--- src/rtl/mcs_pkg.sv ---
// ----------------------------------------------------------------------------
// mcs_pkg
// Shared types, codes and reset constants for the molding cycle sequencer.
// ----------------------------------------------------------------------------
package mcs_pkg;

  // Field widths
  localparam int TEMP_W   = 11;
  localparam int DUTY_W   = 8;
  localparam int HOLD_W   = 16;
  localparam int BLINK_W  = 10;
  localparam int MELT_W   = 22;
  localparam int ACTION_W = 2;
  localparam int PHASE_W  = 3;
  localparam int CFG_IDX_W  = 3;
  localparam int CFG_DATA_W = 16;

  // Default phase timer width
  localparam int MCS_TIMER_BITS = 23;

  // Reset values
  localparam logic [DUTY_W-1:0]  HEATER_DUTY_RST   = DUTY_W'(210);
  localparam logic [HOLD_W-1:0]  INSERT_HOLD_RST   = HOLD_W'(10000);
  localparam logic [HOLD_W-1:0]  INJECT_HOLD_RST   = HOLD_W'(60000);
  localparam logic [BLINK_W-1:0] LED_HALF_RST      = BLINK_W'(500);
  localparam logic [TEMP_W-1:0]  WARM_THRESH_RST   = TEMP_W'(40);
  localparam logic [TEMP_W-1:0]  NOZZLE_SP_RST     = TEMP_W'(220);
  localparam logic [TEMP_W-1:0]  BARREL_SP_RST     = TEMP_W'(210);

  // Configuration register indexes
  localparam logic [CFG_IDX_W-1:0] CFG_HEATER_DUTY = 3'd0;
  localparam logic [CFG_IDX_W-1:0] CFG_INSERT_HOLD = 3'd1;
  localparam logic [CFG_IDX_W-1:0] CFG_INJECT_HOLD = 3'd2;
  localparam logic [CFG_IDX_W-1:0] CFG_LED_HALF    = 3'd3;
  localparam logic [CFG_IDX_W-1:0] CFG_WARM_THRESH = 3'd4;

  typedef enum logic [PHASE_W-1:0] {
    PH_STANDBY = 3'd0,
    PH_HEAT    = 3'd1,
    PH_INSERT  = 3'd2,
    PH_MELT    = 3'd3,
    PH_INJECT  = 3'd4
  } phase_t;

  typedef enum logic [ACTION_W-1:0] {
    ACT_TICK   = 2'd0,
    ACT_START  = 2'd1,
    ACT_CANCEL = 2'd2,
    ACT_HEAT   = 2'd3
  } action_t;

  typedef struct packed {
    logic [DUTY_W-1:0]  heater_duty;
    logic [HOLD_W-1:0]  insert_hold;
    logic [HOLD_W-1:0]  inject_hold;
    logic [BLINK_W-1:0] led_half;
    logic [TEMP_W-1:0]  warm_thresh;
  } cfg_regs_t;

  typedef struct packed {
    logic [ACTION_W-1:0] action;
    logic [TEMP_W-1:0]   nozzle_reading;
    logic [TEMP_W-1:0]   barrel_reading;
    logic [TEMP_W-1:0]   nozzle_target;
    logic [TEMP_W-1:0]   barrel_target;
    logic [MELT_W-1:0]   melt_ticks;
  } item_t;

  typedef struct packed {
    phase_t            phase;
    logic [DUTY_W-1:0] nozzle_drive;
    logic [DUTY_W-1:0] barrel_drive;
    logic              door_open;
    logic              piston_push;
    logic              led_on;
    logic              heating_active;
  } result_t;

endpackage

--- src/rtl/molding_cycle_sequencer_core.sv ---
// An accepted item is held in the input register; its result is registered in the result register.
// Throughput: one item per cycle; the input register and the result
// register are separate, so a new item is taken while a result waits.
// Input stalls only when both registers are full and the result is stalled.
// Reset (rst, synchronous): standby phase, actuators off, no results pending,
// configuration and setpoints back to their defaults.
// ----------------------------------------------------------------------------
// molding_cycle_sequencer_core
// Heated injection cycle sequencer: input register, single-pass sequencer
// logic, result register and configuration registers.
// ----------------------------------------------------------------------------
module molding_cycle_sequencer_core
  import mcs_pkg::*;
#(
  parameter int TIMER_BITS = MCS_TIMER_BITS
) (
  input  logic                  clk,
  input  logic                  rst,
  // Item channel
  input  logic                  item_valid,
  output logic                  item_stall,
  input  logic [ACTION_W-1:0]   action,
  input  logic [TEMP_W-1:0]     nozzle_reading,
  input  logic [TEMP_W-1:0]     barrel_reading,
  input  logic [TEMP_W-1:0]     nozzle_target,
  input  logic [TEMP_W-1:0]     barrel_target,
  input  logic [MELT_W-1:0]     melt_ticks,
  // Result channel
  output logic                  result_valid,
  input  logic                  result_stall,
  output logic [PHASE_W-1:0]    phase,
  output logic [DUTY_W-1:0]     nozzle_drive,
  output logic [DUTY_W-1:0]     barrel_drive,
  output logic                  door_open,
  output logic                  piston_push,
  output logic                  led_on,
  output logic                  heating_active,
  // Configuration channel
  input  logic                  cfg_valid,
  output logic                  cfg_ready,
  input  logic [CFG_IDX_W-1:0]  cfg_index,
  input  logic [CFG_DATA_W-1:0] cfg_data
);

  cfg_regs_t cfg;
  item_t     item_reg;
  logic      item_reg_valid;
  logic      item_reg_valid_next;
  logic      result_valid_next;
  result_t   result_reg;
  result_t   result_next;
  logic      item_accept;
  logic      advance;

  mcs_cfg_regs u_cfg (
    .clk       (clk),
    .rst       (rst),
    .cfg_valid (cfg_valid),
    .cfg_ready (cfg_ready),
    .cfg_index (cfg_index),
    .cfg_data  (cfg_data),
    .cfg       (cfg)
  );

  // Handshake: move forward when the result register is free or draining
  assign advance     = item_reg_valid & (~result_valid | ~result_stall);
  assign item_stall  = item_reg_valid & result_valid & result_stall;
  assign item_accept = item_valid & ~item_stall;

  assign item_reg_valid_next = item_accept | (item_reg_valid & ~advance);
  assign result_valid_next   = advance | (result_valid & result_stall);

  // Input register
  always_ff @(posedge clk) begin
    if (rst) begin
      item_reg_valid <= 1'b0;
    end else begin
      item_reg_valid <= item_reg_valid_next;
    end
  end

  always_ff @(posedge clk) begin
    if (item_accept) begin
      item_reg.action         <= action;
      item_reg.nozzle_reading <= nozzle_reading;
      item_reg.barrel_reading <= barrel_reading;
      item_reg.nozzle_target  <= nozzle_target;
      item_reg.barrel_target  <= barrel_target;
      item_reg.melt_ticks     <= melt_ticks;
    end
  end

  mcs_sequencer #(
    .TIMER_BITS (TIMER_BITS)
  ) u_seq (
    .clk         (clk),
    .rst         (rst),
    .advance     (advance),
    .item        (item_reg),
    .cfg         (cfg),
    .result_next (result_next)
  );

  // Result register
  always_ff @(posedge clk) begin
    if (rst) begin
      result_valid <= 1'b0;
    end else begin
      result_valid <= result_valid_next;
    end
  end

  always_ff @(posedge clk) begin
    if (advance) begin
      result_reg <= result_next;
    end
  end

  assign phase          = result_reg.phase;
  assign nozzle_drive   = result_reg.nozzle_drive;
  assign barrel_drive   = result_reg.barrel_drive;
  assign door_open      = result_reg.door_open;
  assign piston_push    = result_reg.piston_push;
  assign led_on         = result_reg.led_on;
  assign heating_active = result_reg.heating_active;

endmodule

--- src/rtl/mcs_cfg_regs.sv ---
// ----------------------------------------------------------------------------
// mcs_cfg_regs
// Configuration register file, written by index over a valid/ready channel.
// ----------------------------------------------------------------------------
module mcs_cfg_regs
  import mcs_pkg::*;
(
  input  logic                  clk,
  input  logic                  rst,
  input  logic                  cfg_valid,
  output logic                  cfg_ready,
  input  logic [CFG_IDX_W-1:0]  cfg_index,
  input  logic [CFG_DATA_W-1:0] cfg_data,
  output cfg_regs_t             cfg
);

  logic wr_en;

  // Always take writes
  assign cfg_ready = 1'b1;
  assign wr_en     = cfg_valid & cfg_ready;

  // Update the addressed register, drop unknown indexes
  always_ff @(posedge clk) begin
    if (rst) begin
      cfg.heater_duty <= HEATER_DUTY_RST;
      cfg.insert_hold <= INSERT_HOLD_RST;
      cfg.inject_hold <= INJECT_HOLD_RST;
      cfg.led_half    <= LED_HALF_RST;
      cfg.warm_thresh <= WARM_THRESH_RST;
    end else if (wr_en) begin
      case (cfg_index)
        CFG_HEATER_DUTY: cfg.heater_duty <= cfg_data[DUTY_W-1:0];
        CFG_INSERT_HOLD: cfg.insert_hold <= cfg_data[HOLD_W-1:0];
        CFG_INJECT_HOLD: cfg.inject_hold <= cfg_data[HOLD_W-1:0];
        CFG_LED_HALF:    cfg.led_half    <= cfg_data[BLINK_W-1:0];
        CFG_WARM_THRESH: cfg.warm_thresh <= cfg_data[TEMP_W-1:0];
        default: ;
      endcase
    end
  end

endmodule

--- src/rtl/mcs_sequencer.sv ---
// ----------------------------------------------------------------------------
// mcs_sequencer
// Phase state machine, phase and blink timers, heater and lamp logic.
// Produces the result for the item in the input register and commits the
// new state when that item moves to the output register.
// ----------------------------------------------------------------------------
module mcs_sequencer
  import mcs_pkg::*;
#(
  parameter int TIMER_BITS = MCS_TIMER_BITS
) (
  input  logic      clk,
  input  logic      rst,
  input  logic      advance,
  input  item_t     item,
  input  cfg_regs_t cfg,
  output result_t   result_next
);

  localparam int CMP_W = (TIMER_BITS > MELT_W) ? TIMER_BITS : MELT_W;

  // State registers
  phase_t                phase;
  logic [TIMER_BITS-1:0] phase_elapsed;
  logic [BLINK_W-1:0]    blink_elapsed;
  logic                  heat_enable;
  logic                  door_flag;
  logic                  piston_flag;
  logic                  lamp_flag;
  logic [TEMP_W-1:0]     nozzle_setpoint;
  logic [TEMP_W-1:0]     barrel_setpoint;
  logic [MELT_W-1:0]     melt_limit;

  phase_t                phase_next;
  logic [TIMER_BITS-1:0] phase_elapsed_next;
  logic [BLINK_W-1:0]    blink_elapsed_next;
  logic                  heat_enable_next;
  logic                  door_flag_next;
  logic                  piston_flag_next;
  logic                  lamp_flag_next;
  logic [TEMP_W-1:0]     nozzle_setpoint_next;
  logic [TEMP_W-1:0]     barrel_setpoint_next;
  logic [MELT_W-1:0]     melt_limit_next;

  action_t               act;
  logic                  heat_pre;
  logic [MELT_W-1:0]     limit_sel;
  logic                  timer_done;
  logic [TIMER_BITS-1:0] elapsed_inc;
  logic                  nozzle_low;
  logic                  barrel_low;
  logic [DUTY_W-1:0]     nozzle_drive;
  logic [DUTY_W-1:0]     barrel_drive;

  assign act = action_t'(item.action);

  // Pick the hold of the current timed phase
  always_comb begin
    case (phase)
      PH_INSERT: limit_sel = MELT_W'(cfg.insert_hold);
      PH_INJECT: limit_sel = MELT_W'(cfg.inject_hold);
      default:   limit_sel = melt_limit;
    endcase
  end

  // Phase timer: done once the hold is reached, otherwise count and saturate
  assign timer_done  = CMP_W'(phase_elapsed) >= CMP_W'(limit_sel);
  assign elapsed_inc = (phase_elapsed != {TIMER_BITS{1'b1}}) ?
                       phase_elapsed + 1'b1 : phase_elapsed;

  // Next state: phase transitions, timers, actuators and setpoints
  always_comb begin
    phase_next           = phase;
    phase_elapsed_next   = phase_elapsed;
    heat_pre             = heat_enable;
    door_flag_next       = door_flag;
    piston_flag_next     = piston_flag;
    nozzle_setpoint_next = nozzle_setpoint;
    barrel_setpoint_next = barrel_setpoint;
    melt_limit_next      = melt_limit;
    case (act)
      ACT_TICK: begin
        case (phase)
          PH_HEAT: begin
            heat_pre = 1'b1;
            if (item.nozzle_reading >= nozzle_setpoint &&
                item.barrel_reading >= barrel_setpoint) begin
              phase_next         = PH_INSERT;
              phase_elapsed_next = '0;
              door_flag_next     = 1'b1;
            end
          end
          PH_INSERT: begin
            door_flag_next = 1'b1;
            if (timer_done) begin
              phase_next         = PH_MELT;
              phase_elapsed_next = '0;
              door_flag_next     = 1'b0;
            end else begin
              phase_elapsed_next = elapsed_inc;
            end
          end
          PH_MELT: begin
            if (timer_done) begin
              phase_next         = PH_INJECT;
              phase_elapsed_next = '0;
              piston_flag_next   = 1'b1;
            end else begin
              phase_elapsed_next = elapsed_inc;
            end
          end
          PH_INJECT: begin
            piston_flag_next = 1'b1;
            if (timer_done) begin
              phase_next         = PH_STANDBY;
              phase_elapsed_next = '0;
              piston_flag_next   = 1'b0;
              heat_pre           = 1'b0;
            end else begin
              phase_elapsed_next = elapsed_inc;
            end
          end
          default: begin
            phase_next         = PH_STANDBY;
            phase_elapsed_next = '0;
          end
        endcase
      end
      ACT_START: begin
        if (phase == PH_STANDBY) begin
          nozzle_setpoint_next = item.nozzle_target;
          barrel_setpoint_next = item.barrel_target;
          melt_limit_next      = item.melt_ticks;
          heat_pre             = 1'b1;
          phase_next           = PH_HEAT;
          phase_elapsed_next   = '0;
          door_flag_next       = 1'b0;
          piston_flag_next     = 1'b0;
        end
      end
      ACT_CANCEL: begin
        phase_next         = PH_STANDBY;
        phase_elapsed_next = '0;
        door_flag_next     = 1'b0;
        piston_flag_next   = 1'b0;
      end
      ACT_HEAT: begin
        if (phase == PH_STANDBY) begin
          nozzle_setpoint_next = item.nozzle_target;
          barrel_setpoint_next = item.barrel_target;
          heat_pre             = 1'b1;
        end
      end
      default: ;
    endcase
  end

  // Outputs: bang-bang heater, standby auto-off, lamp and blink timer
  always_comb begin
    nozzle_low         = item.nozzle_reading < nozzle_setpoint_next;
    barrel_low         = item.barrel_reading < barrel_setpoint_next;
    nozzle_drive       = '0;
    barrel_drive       = '0;
    heat_enable_next   = heat_pre;
    blink_elapsed_next = blink_elapsed;
    lamp_flag_next     = lamp_flag;
    if (heat_pre) begin
      if (nozzle_low) begin
        nozzle_drive = cfg.heater_duty;
      end
      if (barrel_low) begin
        barrel_drive = cfg.heater_duty;
      end
      if ((!nozzle_low || !barrel_low) && phase_next == PH_STANDBY) begin
        heat_enable_next = 1'b0;
      end
    end
    if (phase_next == PH_STANDBY) begin
      blink_elapsed_next = '0;
      lamp_flag_next     = (item.nozzle_reading > cfg.warm_thresh) ||
                           (item.barrel_reading > cfg.warm_thresh);
    end else if (act == ACT_TICK) begin
      if (blink_elapsed >= cfg.led_half) begin
        lamp_flag_next     = ~lamp_flag;
        blink_elapsed_next = '0;
      end else begin
        blink_elapsed_next = blink_elapsed + 1'b1;
      end
    end
  end

  // Assemble the result of this item
  always_comb begin
    result_next.phase          = phase_next;
    result_next.nozzle_drive   = nozzle_drive;
    result_next.barrel_drive   = barrel_drive;
    result_next.door_open      = door_flag_next;
    result_next.piston_push    = piston_flag_next;
    result_next.led_on         = lamp_flag_next;
    result_next.heating_active = heat_enable_next;
  end

  // Commit state when the item leaves the input register
  always_ff @(posedge clk) begin
    if (rst) begin
      phase           <= PH_STANDBY;
      phase_elapsed   <= '0;
      blink_elapsed   <= '0;
      heat_enable     <= 1'b0;
      door_flag       <= 1'b0;
      piston_flag     <= 1'b0;
      lamp_flag       <= 1'b0;
      nozzle_setpoint <= NOZZLE_SP_RST;
      barrel_setpoint <= BARREL_SP_RST;
      melt_limit      <= '0;
    end else if (advance) begin
      phase           <= phase_next;
      phase_elapsed   <= phase_elapsed_next;
      blink_elapsed   <= blink_elapsed_next;
      heat_enable     <= heat_enable_next;
      door_flag       <= door_flag_next;
      piston_flag     <= piston_flag_next;
      lamp_flag       <= lamp_flag_next;
      nozzle_setpoint <= nozzle_setpoint_next;
      barrel_setpoint <= barrel_setpoint_next;
      melt_limit      <= melt_limit_next;
    end
  end

endmodule

--- config.mk ---
export PLATFORM = sky130hd
export DESIGN_NAME = molding_cycle_sequencer_core
export DESIGN_NICKNAME = d
export VERILOG_FILES = /design/src/rtl/mcs_pkg.sv /design/src/rtl/molding_cycle_sequencer_core.sv /design/src/rtl/mcs_cfg_regs.sv /design/src/rtl/mcs_sequencer.sv
export SDC_FILE = /design/constraint.sdc
export NUM_CORES = 1
export LEC_CHECK = 0
export BUFFER_PORTS_ARGS = -buffer_cell sky130_fd_sc_hd__buf_2
export CAP_MARGIN = 20
export CORE_ASPECT_RATIO = 0.8
export CORE_MARGIN = 4
export CORE_UTILIZATION = 40
export CTS_CLUSTER_SIZE = 40
export DETAILED_ROUTE_END_ITERATION = 12
export PLACE_DENSITY = 0.66
export SYNTH_ARGS = -nofsm -noshare
export SYNTH_HDL_FRONTEND = slang
export SYNTH_HIERARCHICAL = 1
export SYNTH_SLANG_ARGS = --single-unit
--- constraint.sdc ---
create_clock -name clk -period 4.7 [get_ports clk]
set_clock_uncertainty 0.05 [all_clocks]
set_input_delay 0.235 -clock clk [delete_from_list [all_inputs] [get_ports clk]]
set_output_delay 0.235 -clock clk [all_outputs]
set_load 0.05 [all_outputs]
# --- After elaboration in Yosys (flattened, before gate mapping) ---
# Index checks and enable logic that the tools add are counted.
totals:
  register_bits: 238
  in_bits: 92
  out_inout_bits: 26
  wordCells: 132
classes:
  add_sub_neg: 2
  n_lt_le_gt_ge: 8
  eq_ne: 15
  muxes: 39
  bitwise_logic: 14
  reduce_logical: 24
op_table:
  columns: ["operator", "count"]
  rows:
  - ["$mux W23", 4]
  - ["$pmux W23 S3", 1]
  - ["$pmux W23 S2", 1]
  - ["$mux W11", 4]
  - ["$pmux W22 S2", 1]
  - ["$mux W10", 3]
  - ["$add A23 B1 Y23 const B", 1]
  - ["$ge A23 B22 Y1", 1]
  - ["$ne A23 B23 Y1 const B", 1]
  - ["$ge A11 B11 Y1", 2]
  - ["$gt A11 B11 Y1", 2]
  - ["$lt A11 B11 Y1", 2]
  - ["$reduce_and A2 Y1", 8]
  - ["$mux W3", 5]
  - ["$eq A3 B2 Y1 const B", 4]
  - ["$mux W1", 12]
  - ["$pmux W3 S4", 1]
  - ["$add A10 B1 Y10 const B", 1]
  - ["$ge A10 B10 Y1", 1]
  - ["$logic_not A3 Y1", 3]
  - ["$pmux W3 S3", 1]
  - ["$pmux W1 S2", 4]
  - ["$and A1 B1 Y1", 6]
  - ["$eq A3 B1 Y1 const B", 2]
  - ["other kinds (19)", 31]

# --- Longest topological paths before layout ---
depth:
  ltp_word: 10
  depth_mapped: 18
  mapped_depth_nobuf: 15

# --- Cells and area by module ---
# Netlist, hierarchy kept.
modules_own_cells:
  columns: ["mod", "n_inst", "cells_each", "area_per_inst_um2", "seq_area_each_um2"]
  rows:
  - ["mcs_sequencer", 1, 855, 6775.2, 1681.6]
  - ["molding_cycle_sequencer_core", 1, 101, 2819.0, 2772.7]
  - ["mcs_cfg_regs", 1, 238, 2478.6, 1221.2]

# --- Worst setup path before layout ---
# Ideal clock, no wire load.
synth_path:
  path_kind: "register -> register"
  start: "register result_valid"
  end: "register item_reg[0] (netlist bit) (enable)"
  arrival_time_ns: 3.798
  required_time_ns: 4.155
  slack_ns: 0.357
  path_stages_with_launch: 4
  path_cell_list: "dfxtp_1 -> nand3_2 -> inv_1 -> nor2_1"
synth_between:
  elab_chain_len: 4
synth_rtl:
  columns: ["item", "line", "rtl"]
  rows:
  - ["start: declaration", "molding_cycle_sequencer_core.sv:29", "output logic result_valid,"]
  - ["start signal: assignment", "molding_cycle_sequencer_core.sv:109", "result_valid <= result_valid_next;"]
  - ["$and A1 B1 Y1 (2 in a row)", "molding_cycle_sequencer_core.sv:67", "assign item_stall = item_reg_valid & result_valid & result_stall;"]
  - ["via item_stall", "molding_cycle_sequencer_core.sv:21", "output logic item_stall,"]
  - ["$not A1 Y1", "molding_cycle_sequencer_core.sv:68", "assign item_accept = item_valid & ~item_stall;"]
  - ["$and A1 B1 Y1", "molding_cycle_sequencer_core.sv:68", null]
  - ["via item_accept", "molding_cycle_sequencer_core.sv:52", "logic item_accept;"]
  - ["end: declaration", "molding_cycle_sequencer_core.sv:46", "item_t item_reg;"]
# The timed path passes the listed nets, and every way through them passes these cells.
# A chain may end at the register's enable or synchronous reset.

# --- Worst setup path after layout ---
layout_path:
  start: "register item_reg[67] (netlist bit)"
  end: "register result_reg (netlist bit nozzle_drive[5]), data pin"
layout_between:
  elab_chain_len: 5
layout_rtl:
  columns: ["item", "line", "rtl"]
  rows:
  - ["$eq A2 B1 Y1 / $eq A2 B2 Y1 (equally long branches)", "mcs_sequencer.sv:81", "case (act)"]
  - ["$reduce_or A2 Y1 (no source line)", null, null]
  - ["$mux W11", null, null]
  - ["$lt A11 B11 Y1", "mcs_sequencer.sv:160", "nozzle_low = item.nozzle_reading < nozzle_setpoint_next;"]
  - ["$reduce_and A2 Y1 (no source line) (*)", null, null]
  - ["end signal: assignment", "molding_cycle_sequencer_core.sv:115", "result_reg <= result_next;"]
  - ["end: declaration", "molding_cycle_sequencer_core.sv:50", "result_t result_reg;"]
# Every way passes the cells marked *; elsewhere a longest branch is shown, timed or not.

==> run summary <==
The instance count of the mapped netlist is 1194. The total negative slack came out at 0 ps. Yosys mapped the design onto 82 distinct sky130hd cell types. The buffering stage count on the worst path with inverters included came out at 2. The tree is rooted in a clkbuf_16.

The area of the die came out at 33000 sq um. The maximum fanout along the worst path is 13. The share of flip-flops with an asynchronous set or reset after synthesis came out at 0%. The fraction of final layout cells with drive strength greater than 1 is 14.6%.

In this run the remaining antenna-violating nets after routing total 0. The worst hold path begins at cfg_data[4]. The register bit total from synthesis is 238. The DRC marker count from the first detailed-route iteration came out at 653. The count of pins over their slew limit is 0.

The I/O pin count came out at 118. In this run the critical register-to-register path is captured at nozzle_drive[5]. The die extent in y is 163 microns. The total congestion overflow is 0. The number of setup buffers added after CTS is 0. The CTS tree is done.

For this run, the leading register cell type out of synthesis is dfxtp_1. The number of flip-flops under the largest register name came out at 68. The share of synthesized area occupied by flip-flops and latches is 47.0%. In the detailed route, the total length drawn on met3 is 1480 microns. The actual transition at the worst max-transition pin is 1110 ps. The row count is 56. For this run, design rule violations remaining after detail routing come to 0. The placed instance area came out at 13000 sq um.

The post-route worst setup slack came out at 687 ps. The quantity of hold-fixing buffers added after cts is 85. Grouping stages by cell kind, the critical path spends the most delay in simple AND/OR/NAND/NOR gates. Setup violations remaining at the end of the flow were counted as 0.

The number of enable-type register cells in the synthesized netlist is 91. The via count is 9373. Setup repair after global routing left no endpoint under its margin.

The depth of the CTS H-tree is 1. The relative max-transition margin came out at 26.0%. The share of the core filled with cells in the final layout came out at 49.9%. The wire-length estimate of the detail-placed layout is 21300 microns. The final critical path takes up 85.4% of the cycle. STA classifies the critical path startpoint as a flip-flop. Traced cell by cell, the critical path runs through inv_1 > ha_1 > nor2_1 > nor2_4 > buf_4 > mux2i_1 > ha_1 > nand4_1 > nor2_1 > o31ai_1 > a31oi_1 > nor2_1 > and2_1. The tree built by TritonCTS fans out to 238 sinks.

The type of the tightest min-delay check is in2reg. At the worst endpoint, the arrival time is 4260 ps. The width of the die came out at 202 microns.

The number of global-route vias before repair is 9161. The quantity of I/O buffers inserted on ports came out at 116. Summed over all instances, the cell type with the most area after synthesis is dfxtp_1.

The cell area that synthesis handed to floorplanning was 12100 sq um. For hold timing, the worst endpoint is u_cfg/cfg[4]. The final non-filler cell area came out at 14700 sq um. For this design, the slowest cell found on the critical path is nor2_4. Dividing the detail-routed via count by the number of cells gives 5.21. The reported leakage power came out at 6.15 nW. In this run the top signal layer used is met4. The detailed-routing iteration count for the pre-antenna-repair pass came out at 5. The cell depth of the worst min-delay path is 3. The critical path is of the reg2reg type. The placeable core area is 29500 sq um. Timing analysis after detailed placement gives a worst setup slack of 773 ps. The minimum clock period after layout came out at 4010 ps. The average wire length per cell after detail routing is 16.9 microns. The total number of yosys warnings came out at 6. The run finished with clean final reports. After clock tree synthesis, the repair step resized 0 gates. Averaged over all synthesized cells, the footprint is 10.1 sq um. The worst-case reg-to-reg path depth came out at 13. The net count of the finished layout is 1567. The insertion delay of the later-clocked pin in the worst-skew pair is 540 ps. The total power density per cell area is 340 nW/um^2. The total length of routed met2 wires came out at 12600 microns. After synthesis, the cell types taking the most area are dfxtp_1 (24%), edfxtp_1 (23%), ha_1 (11%). The initial antenna violation count is 0. The maximum ir drop on the vdd rail is 221 uV. At the end of routability-driven placement, the weighted congestion stood at 0.869. The area added between synthesis and finish is 21.9%. After clock tree synthesis, the clock-pin slew on the worst setup and hold paths is 60 ps. The setup check on the worst reg-to-reg path leaves a slack of 690 ps. The library cell appearing most often on the critical path is nor2_1. The starting density of the core is 40.9%. The achievable clock frequency is 0.249 GHz. The number of buffers between clock root and the deepest sink is 3. For this run, the total global-route usage over all layers was measured as 18.2%. The number of maximum-capacitance constraint violations is 0. Summed over all layers, the routed wires come to 30400 microns. At the worst endpoint, the required time is 4950 ps.

The number of hold violations in the final report came out at 0. Entering global routing, the biggest net connects 107 pins. The worst register-to-register path begins at item_reg[67]. The delay of the slowest cell on the worst path is 550 ps. TritonCTS created 26 clock buffers.

The wire length of the first global-routing pass came out at 49000 microns. The repair_antennas step left the layout with diodes totalling 0. The synthesized netlist net count came out at 1388. The endpoint class of the critical path is a flip-flop.

The detailed router put a total of 15700 microns of wire on met1. The fraction of post-synthesis cell area in the top cell type by area came out at 24.4%.
cells in the mapped netlist, types with 4 or more instances:
library cell    n
nand4_1        23
xor2_1         12
buf_2          15
o31ai_1         4
and3_1         12
inv_1          59
nand2b_1       60
edfxtp_1       91
nand3_1        16
nand2_1       112
mux2i_1        85
ha_1          102
o21a_1         11
o21ai_0        40
nor2b_1         9
clkbuf_1       32
nor3b_1         5
a22o_1         16
nor3_1         12
dfxtp_1       147
buf_4           7
a211oi_1       17
or4_1           5
a21oi_1        75
or3_1           4
and2_1         16
a22oi_1         4
a31oi_1         5
a21o_1         18
o211ai_1        4
nor2_1        101
worst max path at each step:
stage,start,end,slack [ps],cells past startpoint
floorplan,result_valid,item_reg[0],360,3
global placement,item_reg[67],nozzle_drive[0],760,13
detailed placement,item_reg[67],nozzle_drive[6],770,12
CTS,item_reg[67],nozzle_drive[1],750,12
global route,u_seq/phase[2],u_seq/blink_elapsed[3],410,14
finish,item_reg[67],nozzle_drive[5],690,13
through the flow:
stage	hold WS [ps]	total power, mW	instances
global placement	361	2.90	1666
floorplan	247	2.73	1194
detailed placement	363	2.91	1666
CTS	1.43	5.05	1799
finish	37.2	5.00	1799
global route	26.4	5.22	1799
report_power, final:
part / switching (mW) / internal, mW / total (mW)
sequential: 0.0532 / 2.23 / 2.28
combinational: 0.383 / 0.262 / 0.645
clock: 0.851 / 1.22 / 2.07
kinds of logic after synthesis:
| kind of cell | after synthesis | share of synthesized area [%] |
|---|---|---|
| AO/OA/AOI/OAI | 231 | 12.8 |
| XOR/XNOR | 15 | 1.09 |
| adder cells (fa/ha/maj) | 102 | 10.6 |
| buffers and inverters | 118 | 4.17 |
| flip-flops | 238 | 47.0 |
| multiplexers | 88 | 7.33 |
| other | 1 | 0.0311 |
| AND/OR/NAND/NOR | 401 | 17.0 |
cells in the final DEF, fill, tap and decap left out, types with 40 or more instances in the layout:
cell / synthesis / final
inv_1: 59 / 59
mux2i_1: 85 / 85
a21oi_1: 75 / 75
nand2b_1: 60 / 60
dfxtp_1: 147 / 147
o21ai_0: 40 / 40
ha_1: 102 / 102
nand2_1: 112 / 112
dlygate4sd3_1: 0 / 85
nor2_1: 101 / 100
buf_2: 15 / 115
edfxtp_1: 91 / 91
per-layer routing:
layer  up-vias  GRT usage, %
li1       4630             -
met2       257          26.9
met3        49          2.20
met1      4437          28.1
met5         -             0
met4         0          4.44
worst reg2reg max path, cell delays in order (launching register included):
cell	delay (ps)
edfxtp_1	430
inv_1	110
ha_1	330
nor2_1	170
nor2_4	550
buf_4	370
mux2i_1	130
ha_1	300
nand4_1	100
nor2_1	120
o31ai_1	90
a31oi_1	510
nor2_1	270
and2_1	260
final cells by class:
class,instances,area [sq um]
clock buffer,30,686
clock inverter,18,193
fill,2662,14800
inverter,59,221
multi-input combinational,838,5930
sequential,238,5680
tap,406,508
timing repair buffer,210,1500
(Power assumes the default switching activity.)
